**src/hw/rtl/fpbr_pkg.sv**
```systemverilog
// fpbr_pkg: shared types, widths and helpers for the fictitious play best-response block
// used by fpbr_mac and fictitious_play_best_response_top; depends on nothing
`timescale 1ns / 1ps

package fpbr_pkg;

    localparam int MAX_STRATEGIES = 16;
    localparam int IDX_BITS       = $clog2(MAX_STRATEGIES);
    localparam int SIZE_BITS      = IDX_BITS + 1;
    localparam int ADDR_BITS      = 2 * IDX_BITS;
    localparam int PAYOFF_BITS    = 16;
    localparam int COUNT_BITS     = 16;
    localparam int PROD_BITS      = PAYOFF_BITS + COUNT_BITS + 1;
    localparam int SCORE_BITS     = 36;
    localparam int RUN_BITS       = 48;
    localparam int OPERAND_BITS   = 16;
    localparam int FIELD_IDX_BITS = 4;
    localparam int CFG_IDX_BITS   = 2;
    localparam int CFG_DATA_BITS  = 5;

    localparam logic [CFG_IDX_BITS-1:0] CFG_ROW_PLAYER  = 2'd0;
    localparam logic [CFG_IDX_BITS-1:0] CFG_ROWS_IN_USE = 2'd1;
    localparam logic [CFG_IDX_BITS-1:0] CFG_COLS_IN_USE = 2'd2;

    typedef enum logic [1:0] {
        OP_WRITE_PAYOFF,
        OP_RECORD_MOVE,
        OP_ADD_PAYOFF,
        OP_DECIDE
    } op_t;

    typedef enum logic [1:0] {
        ST_IDLE,
        ST_ISSUE,
        ST_DRAIN,
        ST_DONE
    } state_t;

    typedef struct packed {
        logic                valid;
        logic                first;
        logic                last;
        logic                fin;
        logic [IDX_BITS-1:0] strat;
    } tag_t;

    function automatic logic [SIZE_BITS-1:0] used_size(input logic [CFG_DATA_BITS-1:0] r);
        logic [SIZE_BITS-1:0] n;
        if (r == '0)
        begin
            n = SIZE_BITS'(1);
        end
        else if (32'(r) > MAX_STRATEGIES)
        begin
            n = SIZE_BITS'(MAX_STRATEGIES);
        end
        else
        begin
            n = SIZE_BITS'(r);
        end
        return n;
    endfunction

endpackage

```
**src/hw/rtl/fpbr_mac.sv**
```systemverilog
// fpbr_mac: shared multiply and saturating accumulate unit, two register stages
// depends on fpbr_pkg
`timescale 1ns / 1ps

module fpbr_mac (
    input  logic                                  clk,
    input  logic                                  rst_n,
    input  fpbr_pkg::tag_t                        tag_in,
    input  logic signed [fpbr_pkg::PAYOFF_BITS-1:0] payoff,
    input  logic [fpbr_pkg::COUNT_BITS-1:0]       count,
    output fpbr_pkg::tag_t                        tag_out,
    output logic signed [fpbr_pkg::SCORE_BITS-1:0] acc
);

    localparam int SB = fpbr_pkg::SCORE_BITS;

    fpbr_pkg::tag_t                            tag_a_reg;
    fpbr_pkg::tag_t                            tag_b_reg;
    logic signed [fpbr_pkg::PROD_BITS-1:0]     prod_reg;
    logic signed [fpbr_pkg::PROD_BITS-1:0]     prod_next;
    logic signed [SB-1:0]                      acc_reg;
    logic signed [SB-1:0]                      acc_next;
    logic signed [SB-1:0]                      prod_ext;
    logic signed [SB:0]                        sum_wide;

    always_comb
    begin
        prod_next = $signed(payoff) * $signed({1'b0, count});
        prod_ext  = SB'(prod_reg);
        sum_wide  = {acc_reg[SB-1], acc_reg} + {prod_ext[SB-1], prod_ext};
        if (tag_a_reg.first)
        begin
            acc_next = prod_ext;
        end
        else if (sum_wide[SB] != sum_wide[SB-1])
        begin
            // saturate towards the sign of the true sum
            acc_next = sum_wide[SB] ? {1'b1, {(SB-1){1'b0}}} : {1'b0, {(SB-1){1'b1}}};
        end
        else
        begin
            acc_next = sum_wide[SB-1:0];
        end
    end

    always_ff @(posedge clk or negedge rst_n)
    begin
        if (!rst_n)
        begin
            tag_a_reg <= '0;
            tag_b_reg <= '0;
        end
        else
        begin
            tag_a_reg <= tag_in;
            tag_b_reg <= tag_a_reg;
        end
    end

    always_ff @(posedge clk)
    begin
        prod_reg <= prod_next;
        if (tag_a_reg.valid)
        begin
            acc_reg <= acc_next;
        end
    end

    assign tag_out = tag_b_reg;
    assign acc     = acc_reg;

endmodule

```
**config.mk**
```make
export PLATFORM = sky130hd
export DESIGN_NAME = fpbr_mac
export DESIGN_NICKNAME = d
export VERILOG_FILES = /design/src/hw/rtl/fpbr_pkg.sv /design/src/hw/rtl/fpbr_mac.sv
export SDC_FILE = /design/constraint.sdc
export NUM_CORES = 1
export LEC_CHECK = 0
export ABC_AREA = 1
export ABC_CLOCK_PERIOD_IN_PS = 2200
export BUFFER_PORTS_ARGS = -buffer_cell sky130_fd_sc_hd__buf_2
export CORE_ASPECT_RATIO = 1.1
export CORE_MARGIN = 2
export CORE_UTILIZATION = 30
export DETAILED_ROUTE_END_ITERATION = 12
export MAX_ROUTING_LAYER = met4
export PLACE_DENSITY = 0.56
export SLEW_MARGIN = 20
export SYNTH_ARGS = -nofsm -noshare
export SYNTH_HDL_FRONTEND = slang
export SYNTH_SLANG_ARGS = --single-unit
```
**constraint.sdc**
```tcl
create_clock -name clk -period 2.2 [get_ports clk]
set_input_delay 0.22 -clock clk [delete_from_list [all_inputs] [get_ports clk]]
set_output_delay 0.22 -clock clk [all_outputs]
set_load 0.005 [all_outputs]
```
# Yosys cells after proc, flatten, opt, wreduce, memory -nomap -nowiden

Index checks and enable logic that the tools add are counted.

Add/sub/neg operators: 1
$mul: 1
Equal/unequal tests: 1
Mux-type cells: 3

Operator list:

| operator                     | count |
|---|---|
| 2-to-1 mux 36 bit            | 3 |
| adder 36 x 33 -> 37 bit      | 1 |
| multiplier 16 x 17 -> 33 bit | 1 |
| inequality test 1 bit        | 1 |

Register bits after elaboration: 85
Input port bits: 42
Logic and storage cells: 18

# Depth between registers and ports, before layout

Gate-level depths: netlist of the first run.

Depth after elaboration: 4
Mapped depth: 26
Gate-level depth less buffers: 24

# Worst setup path before layout of the first run

OpenSTA, ideal clock, no wires.

Path kind: in2reg
Start: input payoff[1] in the netlist's numbering
End: register prod_reg[24] in the netlist's numbering
Setup time: 112 ps
Arrival time: 5314 ps
Path slack: -3226 ps
Cell stages on the path: 22
Cell sequence: clkbuf_1 > clkbuf_1 > nand2_1 > fa_1 > fa_1 > fa_1 > fa_1 > inv_1 > fa_1 > inv_1 > fa_1 > inv_1 > ha_1 > nand2_1 > nor2_1 > inv_1 > o21ai_0 > a21boi_0 > o21ai_0 > nand2_1 > nand3_1 > nand2_1

Word-level cells in the longest chain between the ends: 1

RTL lines:

| item                         | line           | RTL |
|---|---|---|
| from (decl)                  | fpbr_mac.sv:9  | `input logic signed [fpbr_pkg::PAYOFF_BITS-1:0] payoff,` |
| multiplier 16 x 17 -> 33 bit | fpbr_mac.sv:28 | `prod_next = $signed(payoff) * $signed({1'b0, count});` |
| named net prod_next, one bit | fpbr_mac.sv:20 | `logic signed [fpbr_pkg::PROD_BITS-1:0] prod_next;` |
| to (signal assigned)         | fpbr_mac.sv:62 | `prod_reg <= prod_next;` |
| to (decl)                    | fpbr_mac.sv:19 | `logic signed [fpbr_pkg::PROD_BITS-1:0] prod_reg;` |

The timed path passes the listed nets, and every way through them passes these cells.
A chain may end at the register's enable or synchronous reset.

# Worst setup path after layout of the first run

Start: input payoff[15] in the netlist's numbering
End: register prod_reg[30] in the netlist's numbering

The elaborated chain is that of the path after synthesis.

==> reports/metrics.csv, run 1 <==
metric,value,unit
final setup violation count,64,
Crit path required time,2480,ps
Die Ht,232,microns
Core Region,46700,sq um
CP Max Fanout,5,
Vias,13200,
final worst slack,-2590,ps
WL per Instance,15.1,microns
Fillers,4445,
Startpoint Class,input port,
ANT cells,0,
Synth top area share,0.275,
DRT antenna net count,0,
Syn Nets,2249,
share of cells above drive strength 1,0.425,
"slowest stage delay, CP",510,ps
Clock transition at path regs,70,ps
Slew Limit Fails,0,
Residual DRC,0,
largest cells by area after synthesis,"fa_1 (27%), ha_1 (14%), nand2_1 (13%)",
crit path capture type,flip-flop,
first-pass GRT wire length,70.9,mm
synthesized area,14200,sq um
via/cell ratio,4.50,
sequential share of the synthesized area,0.151,
Worst Hold Slack,304,ps
"Area growth, synth to finish",54.9,%
std cell rows,83,
Period minus WS final,4790,ps
pre-CTS setup slack,-3150,ps
IO Pins,86,
worst skew pair latency,360,ps
HPWL after detailed placement,34.3,mm
Initial Util,0.304,
Synth Flop Type,edfxtp_1,
number of DRC markers in iteration 0,554,
residual overflow from global routing,0,
max reg flops,36,
area post-placement,18200,sq um
Post-synth EDFFs,36,
fin area,22000,sq um
worst slew pin tran,556,ps
Yosys cell types,41,
failing checks,setup timing,
gp weighted congestion,0.915,
R2R setup slack,-410,ps
Nets,2738,
largest net degree at the start of global routing,38,
drt total wl,44.4,mm
CTS tree,built,
fin cells,2943,
Worst EP arrival,5070,ps
type of the worst min-delay path,input port to async pin,
cell taking the most area after synthesis,fa_1,
worst clock skew,6.27,ps
CTS Buf Count,9,
vias in the first global route,14100,
CP cell instances,buf_8 -> clkinvlp_4 -> or2_4 -> fa_1 -> fa_1 -> inv_1 -> fa_1 -> fa_2 -> fa_1 -> inv_1 -> fa_1 -> inv_2 -> ha_4 -> nand2_2 -> nor2_2 -> inv_2 -> o21ai_2 -> nand2_1 -> nand3_2 -> nand2_2 -> nand2_2 -> nand2_1 -> nand2_1 -> xor2_1,
CTS root buffer,clkbuf_16,
period utilization,2.18,
final hold violations,0,
fmax,209,MHz
IO buf count,85,
placed instance count,2801,
DR pass1 iterations,5,
"Avg Cell Area, Syn",7.66,sq um
Max-slew headroom,0.629,
Synth Warn #,0,
htree depth,3,
Worst path slowest cell,fa_1,
outcome,finished with violations,
Post-synth ARST share,0.188,
clk buf depth,2,
critical path's most frequent cell,fa_1,
GRT Total Usage,0.187,
critical path class,input port to flip-flop,
Post-Synthesis Cells,1854,
initial antenna violation count,0,
Max-cap violations,0,
CTS Sinks,85,
Die ar.,49100,sq um
post-synthesis register bit count,85,
Die Width,211,microns
RSZ-0062 raised after global routing,true,
==> cell usage after synthesis, types with 25 or more instances <==
cell and number:
nand2_1 485, inv_1 454, fa_1 195, ha_1 158
nor2_1 116, a21oi_1 78, clkbuf_1 58, xor2_1 38
edfxtp_1 36, dfxtp_1 33, nand3_1 32, o21ai_0 25
==> worst max-delay path, delay by kind of cell <==
| kind | cells | cell delay [ps] |
|---|---|---|
| xor+xnor | 1 | 160 |
| compound gates | 1 | 180 |
| fa+ha+maj | 7 | 3190 |
| buf+inv | 6 | 420 |
| simple gates | 9 | 890 |
==> per-stage QoR <==
step | TNS [ps] | util
2_1_floorplan | -64060 | -
3_3_place_gp | -88130 | 0.389
3_5_place_dp | -90520 | 0.389
4_1_cts | -69850 | 0.445
5_1_grt | -79540 | 0.471
6_report | -73040 | 0.471
==> final cells by class <==
| cell class | count | area (sq um) | area share |
|---|---|---|---|
| sequential | 85 | 2150 | 0.0977 |
| tap | 595 | 744 | 0.0339 |
| clock buffer | 9 | 225 | 0.0102 |
| clock inverter | 7 | 72.6 | 0.00330 |
| timing repair buffer | 545 | 4700 | 0.214 |
| inverter | 455 | 1740 | 0.0790 |
| multi-input combinational | 1247 | 12400 | 0.562 |
==> path summary, 6_finish.rpt <==
path	from	end	cells past startpoint
min in group clk	tag_a_reg[5]	tag_out[5]	0
max in group asynchronous	rst_n	tag_out[7]	2
min	rst_n	tag_a_reg[2]	2
max reg2reg	prod_reg[15]	acc[15]	15
min reg2reg	tag_a_reg[5]	tag_out[5]	0
max	payoff[15]	prod_reg[30]	24
==> layer usage <==
metal	vias up	track usage	routed length [microns]
li1	6498	-	-
met1	6444	0.226	19400
met2	243	0.338	23000
met3	55	0.0122	1180
met4	0	0.0427	875
met5	-	-	0
==> layout by cell type (no fill, tap or decap), types with 11 or more instances in the layout <==
master,count
inv_2,50
ha_1,86
nand2_4,52
buf_4,370
ha_4,68
fa_1,177
dfxtp_1,30
xor2_1,32
a21oi_1,28
inv_1,396
nand2_2,74
buf_2,58
nor2_4,16
nand2_1,362
a21oi_4,14
nand3_1,21
nor2_1,80
buf_6,68
dfrtp_1,16
fa_2,18
edfxtp_1,36
buf_8,11
xnor2_1,16
nor2_2,22
a21oi_2,58
buf_12,25
==> cells by family after synthesis <==
logic type / synth area share
xor+xnor: 0.0352
simple gates: 0.189
buf+inv: 0.142
flops: 0.151
fa+ha+maj: 0.414
compound gates: 0.0686
==> timing repair <==
| action | 4_1_cts | 5_1_grt |
|---|---|---|
| hold buffers | 9 | 0 |
| endpoints found under the setup margin | 65 | 65 |
| resized for setup | 384 | 242 |
| pin swaps | 140 | 140 |
| setup buffers | 84 | 40 |
| gates cloned | 7 | 1 |
| endpoints found under the hold margin | 24 | 0 |
Power of run 1 is left out: the tool's default activity adds up to more than one toggle a clock period on the data nets, which glitch-free logic cannot reach.
==> run 2: changes to the inputs <==
ABC_AREA = unset   (was 1)
==> reports/metrics.csv, run 2 <==
metric,value,unit
final hold violations,0,
cell taking the most area after synthesis,fa_1,
fmax,189,MHz
IO buf count,85,
Max-cap violations,0,
Period minus WS final,5280,ps
period utilization,2.40,
most common cell in the netlist,inv_1,
Post-Synthesis Cells,1528,
IO Pins,86,
Die ar.,48400,sq um
pre-CTS setup slack,-3650,ps
std cell rows,82,
"most common cell after layout, fill and taps aside",buf_4,
vias in the first global route,12800,
post-synthesis register bit count,85,
most frequent cells in the layout,"buf_4 (333), inv_1 (231), nand2_1 (196), fa_1 (176), ha_1 (126)",
Synth Flop Type,edfxtp_1,
type of the worst min-delay path,input port to async pin,
CTS tree,built,
Worst EP arrival,5520,ps
Clock transition at path regs,60,ps
fin area,19900,sq um
RSZ-0062 raised after global routing,true,
gp weighted congestion,0.890,
share of cells above drive strength 1,0.366,
Startpoint Class,input port,
residual overflow from global routing,0,
WL per Instance,16.0,microns
final worst slack,-3080,ps
worst skew pair latency,350,ps
number of DRC markers in iteration 0,682,
most instantiated cells after synthesis,"inv_1 (260), nand2_1 (207), fa_1 (195)",
first-pass GRT wire length,66.4,mm
largest cells by area after synthesis,"fa_1 (28%), ha_1 (14%), edfxtp_1 (7.7%)",
final core utilization,0.436,
CTS Sinks,85,
Residual DRC,0,
synthesized area,14000,sq um
via/cell ratio,4.67,
Crit path required time,2440,ps
Vias,11900,
htree depth,3,
Worst Hold Slack,306,ps
Initial Util,0.306,
Synth Warn #,0,
sequential share of the synthesized area,0.153,
failing checks,setup timing,
CTS Buf Count,9,
initial antenna violation count,0,
ANT cells,0,
"Avg Cell Area, Syn",9.15,sq um
"Area growth, synth to finish",42.6,%
worst slew pin tran,763,ps
DR pass1 iterations,5,
CTS root buffer,clkbuf_16,
Nets,2352,
largest net degree at the start of global routing,41,
HPWL after detailed placement,33.2,mm
worst clock skew,8.57,ps
critical path class,input port to flip-flop,
Yosys cell types,75,
DRT antenna net count,0,
GRT Total Usage,0.176,
Die Width,210,microns
CP Max Fanout,6,
Die Ht,230,microns
final setup violation count,65,
Synth top area share,0.279,
outcome,finished with violations,
Core Region,45800,sq um
drt total wl,40.8,mm
Max-slew headroom,0.487,
Post-synth ARST share,0.188,
Slew Limit Fails,0,
crit path capture type,flip-flop,
max reg flops,36,
clk buf depth,2,
Syn Nets,1923,
area post-placement,17800,sq um
Post-synth EDFFs,36,
run 2: cell count changes in the layout (fill, tap and decap cells not counted), moves of 42 or more:
| cell | before | now |
|---|---|---|
| inv_1 | 396 | 231 |
| a21oi_2 | 58 | 16 |
| and2_1 | 1 | 96 |
| nand2_2 | 74 | 6 |
| nand2_1 | 362 | 196 |
| nand2_4 | 52 | 5 |
run 2: final timing paths:
kind / startpoint / endpoint / slack, ps / depth (start not counted)
min in group clk: tag_a_reg[3] / tag_out[3] / 350 / 0
hold reg to reg: tag_a_reg[3] / tag_out[3] / 350 / 0
max in group asynchronous: rst_n / tag_a_reg[6] / 1620 / 2
setup / recovery: count[5] / prod_reg[32] / -3080 / 23
setup reg to reg: acc[0] / acc[5] / -1100 / 14
hold / removal: rst_n / tag_a_reg[7] / 310 / 2
run 2: layout make-up:
class | count | area [sq um]
Fill cell | 4446 | 25800
Multi-Input combinational cell | 1123 | 11800
Timing Repair Buffer | 478 | 3970
Sequential cell | 85 | 2140
Inverter | 260 | 976
Tap cell | 588 | 736
Clock buffer | 10 | 250
Clock inverter | 6 | 41.3
run 2: through the flow:
step,cells,TNS (ps)
after CTS,2548,-103310
after floorplan,1528,-91660
after global placement,2480,-113630
final,2550,-104910
after detailed placement,2480,-116470
after global routing,2550,-113300
run 2: cell families (layout without fill, tap and decap cells):
logic type / count (synthesis) / in the layout / share of synthesized area
AND/OR/NAND/NOR: 463 / 463 / 0.160
multiplexers: 3 / 3 / 0.00224
buffers and inverters: 320 / 754 / 0.0923
AO/OA/AOI/OAI: 243 / 243 / 0.133
flip-flops: 85 / 85 / 0.153
XOR/XNOR: 59 / 59 / 0.0370
adder cells (fa/ha/maj): 355 / 355 / 0.422
run 2: what timing repair did:
item / in CTS / in global routing
setup endpoints to repair: 65 / 65
gates resized for setup: 200 / 108
buffers inserted: 41 / 20
pin swaps: 97 / 87
hold buffers: 9 / 0
endpoints found under the hold margin: 24 / 0
gates cloned: 6 / 0
run 2: metal layers:
layer  global-route usage  share of wire  vias up
met4               0.0383          0.013        0
met2                0.301           0.50      224
li1                     -              -     5784
met3               0.0127          0.029       30
met5                    -              0        -
met1                0.228           0.46     5859
run 2: worst max-delay path, cell delays in order:
cell,delay [ps]
buf_12,110
and2_4,150
fa_1,520
inv_1,50
fa_1,490
inv_2,40
fa_1,510
fa_1,510
fa_1,490
inv_1,50
fa_1,490
inv_2,40
ha_4,220
a21oi_2,150
o21ai_1,110
a32oi_1,280
o211ai_1,140
buf_4,190
a31oi_4,180
nor3_4,60
a2111oi_4,260
a21oi_2,100
xnor2_1,140
Power of run 2 is left out for the same reason.
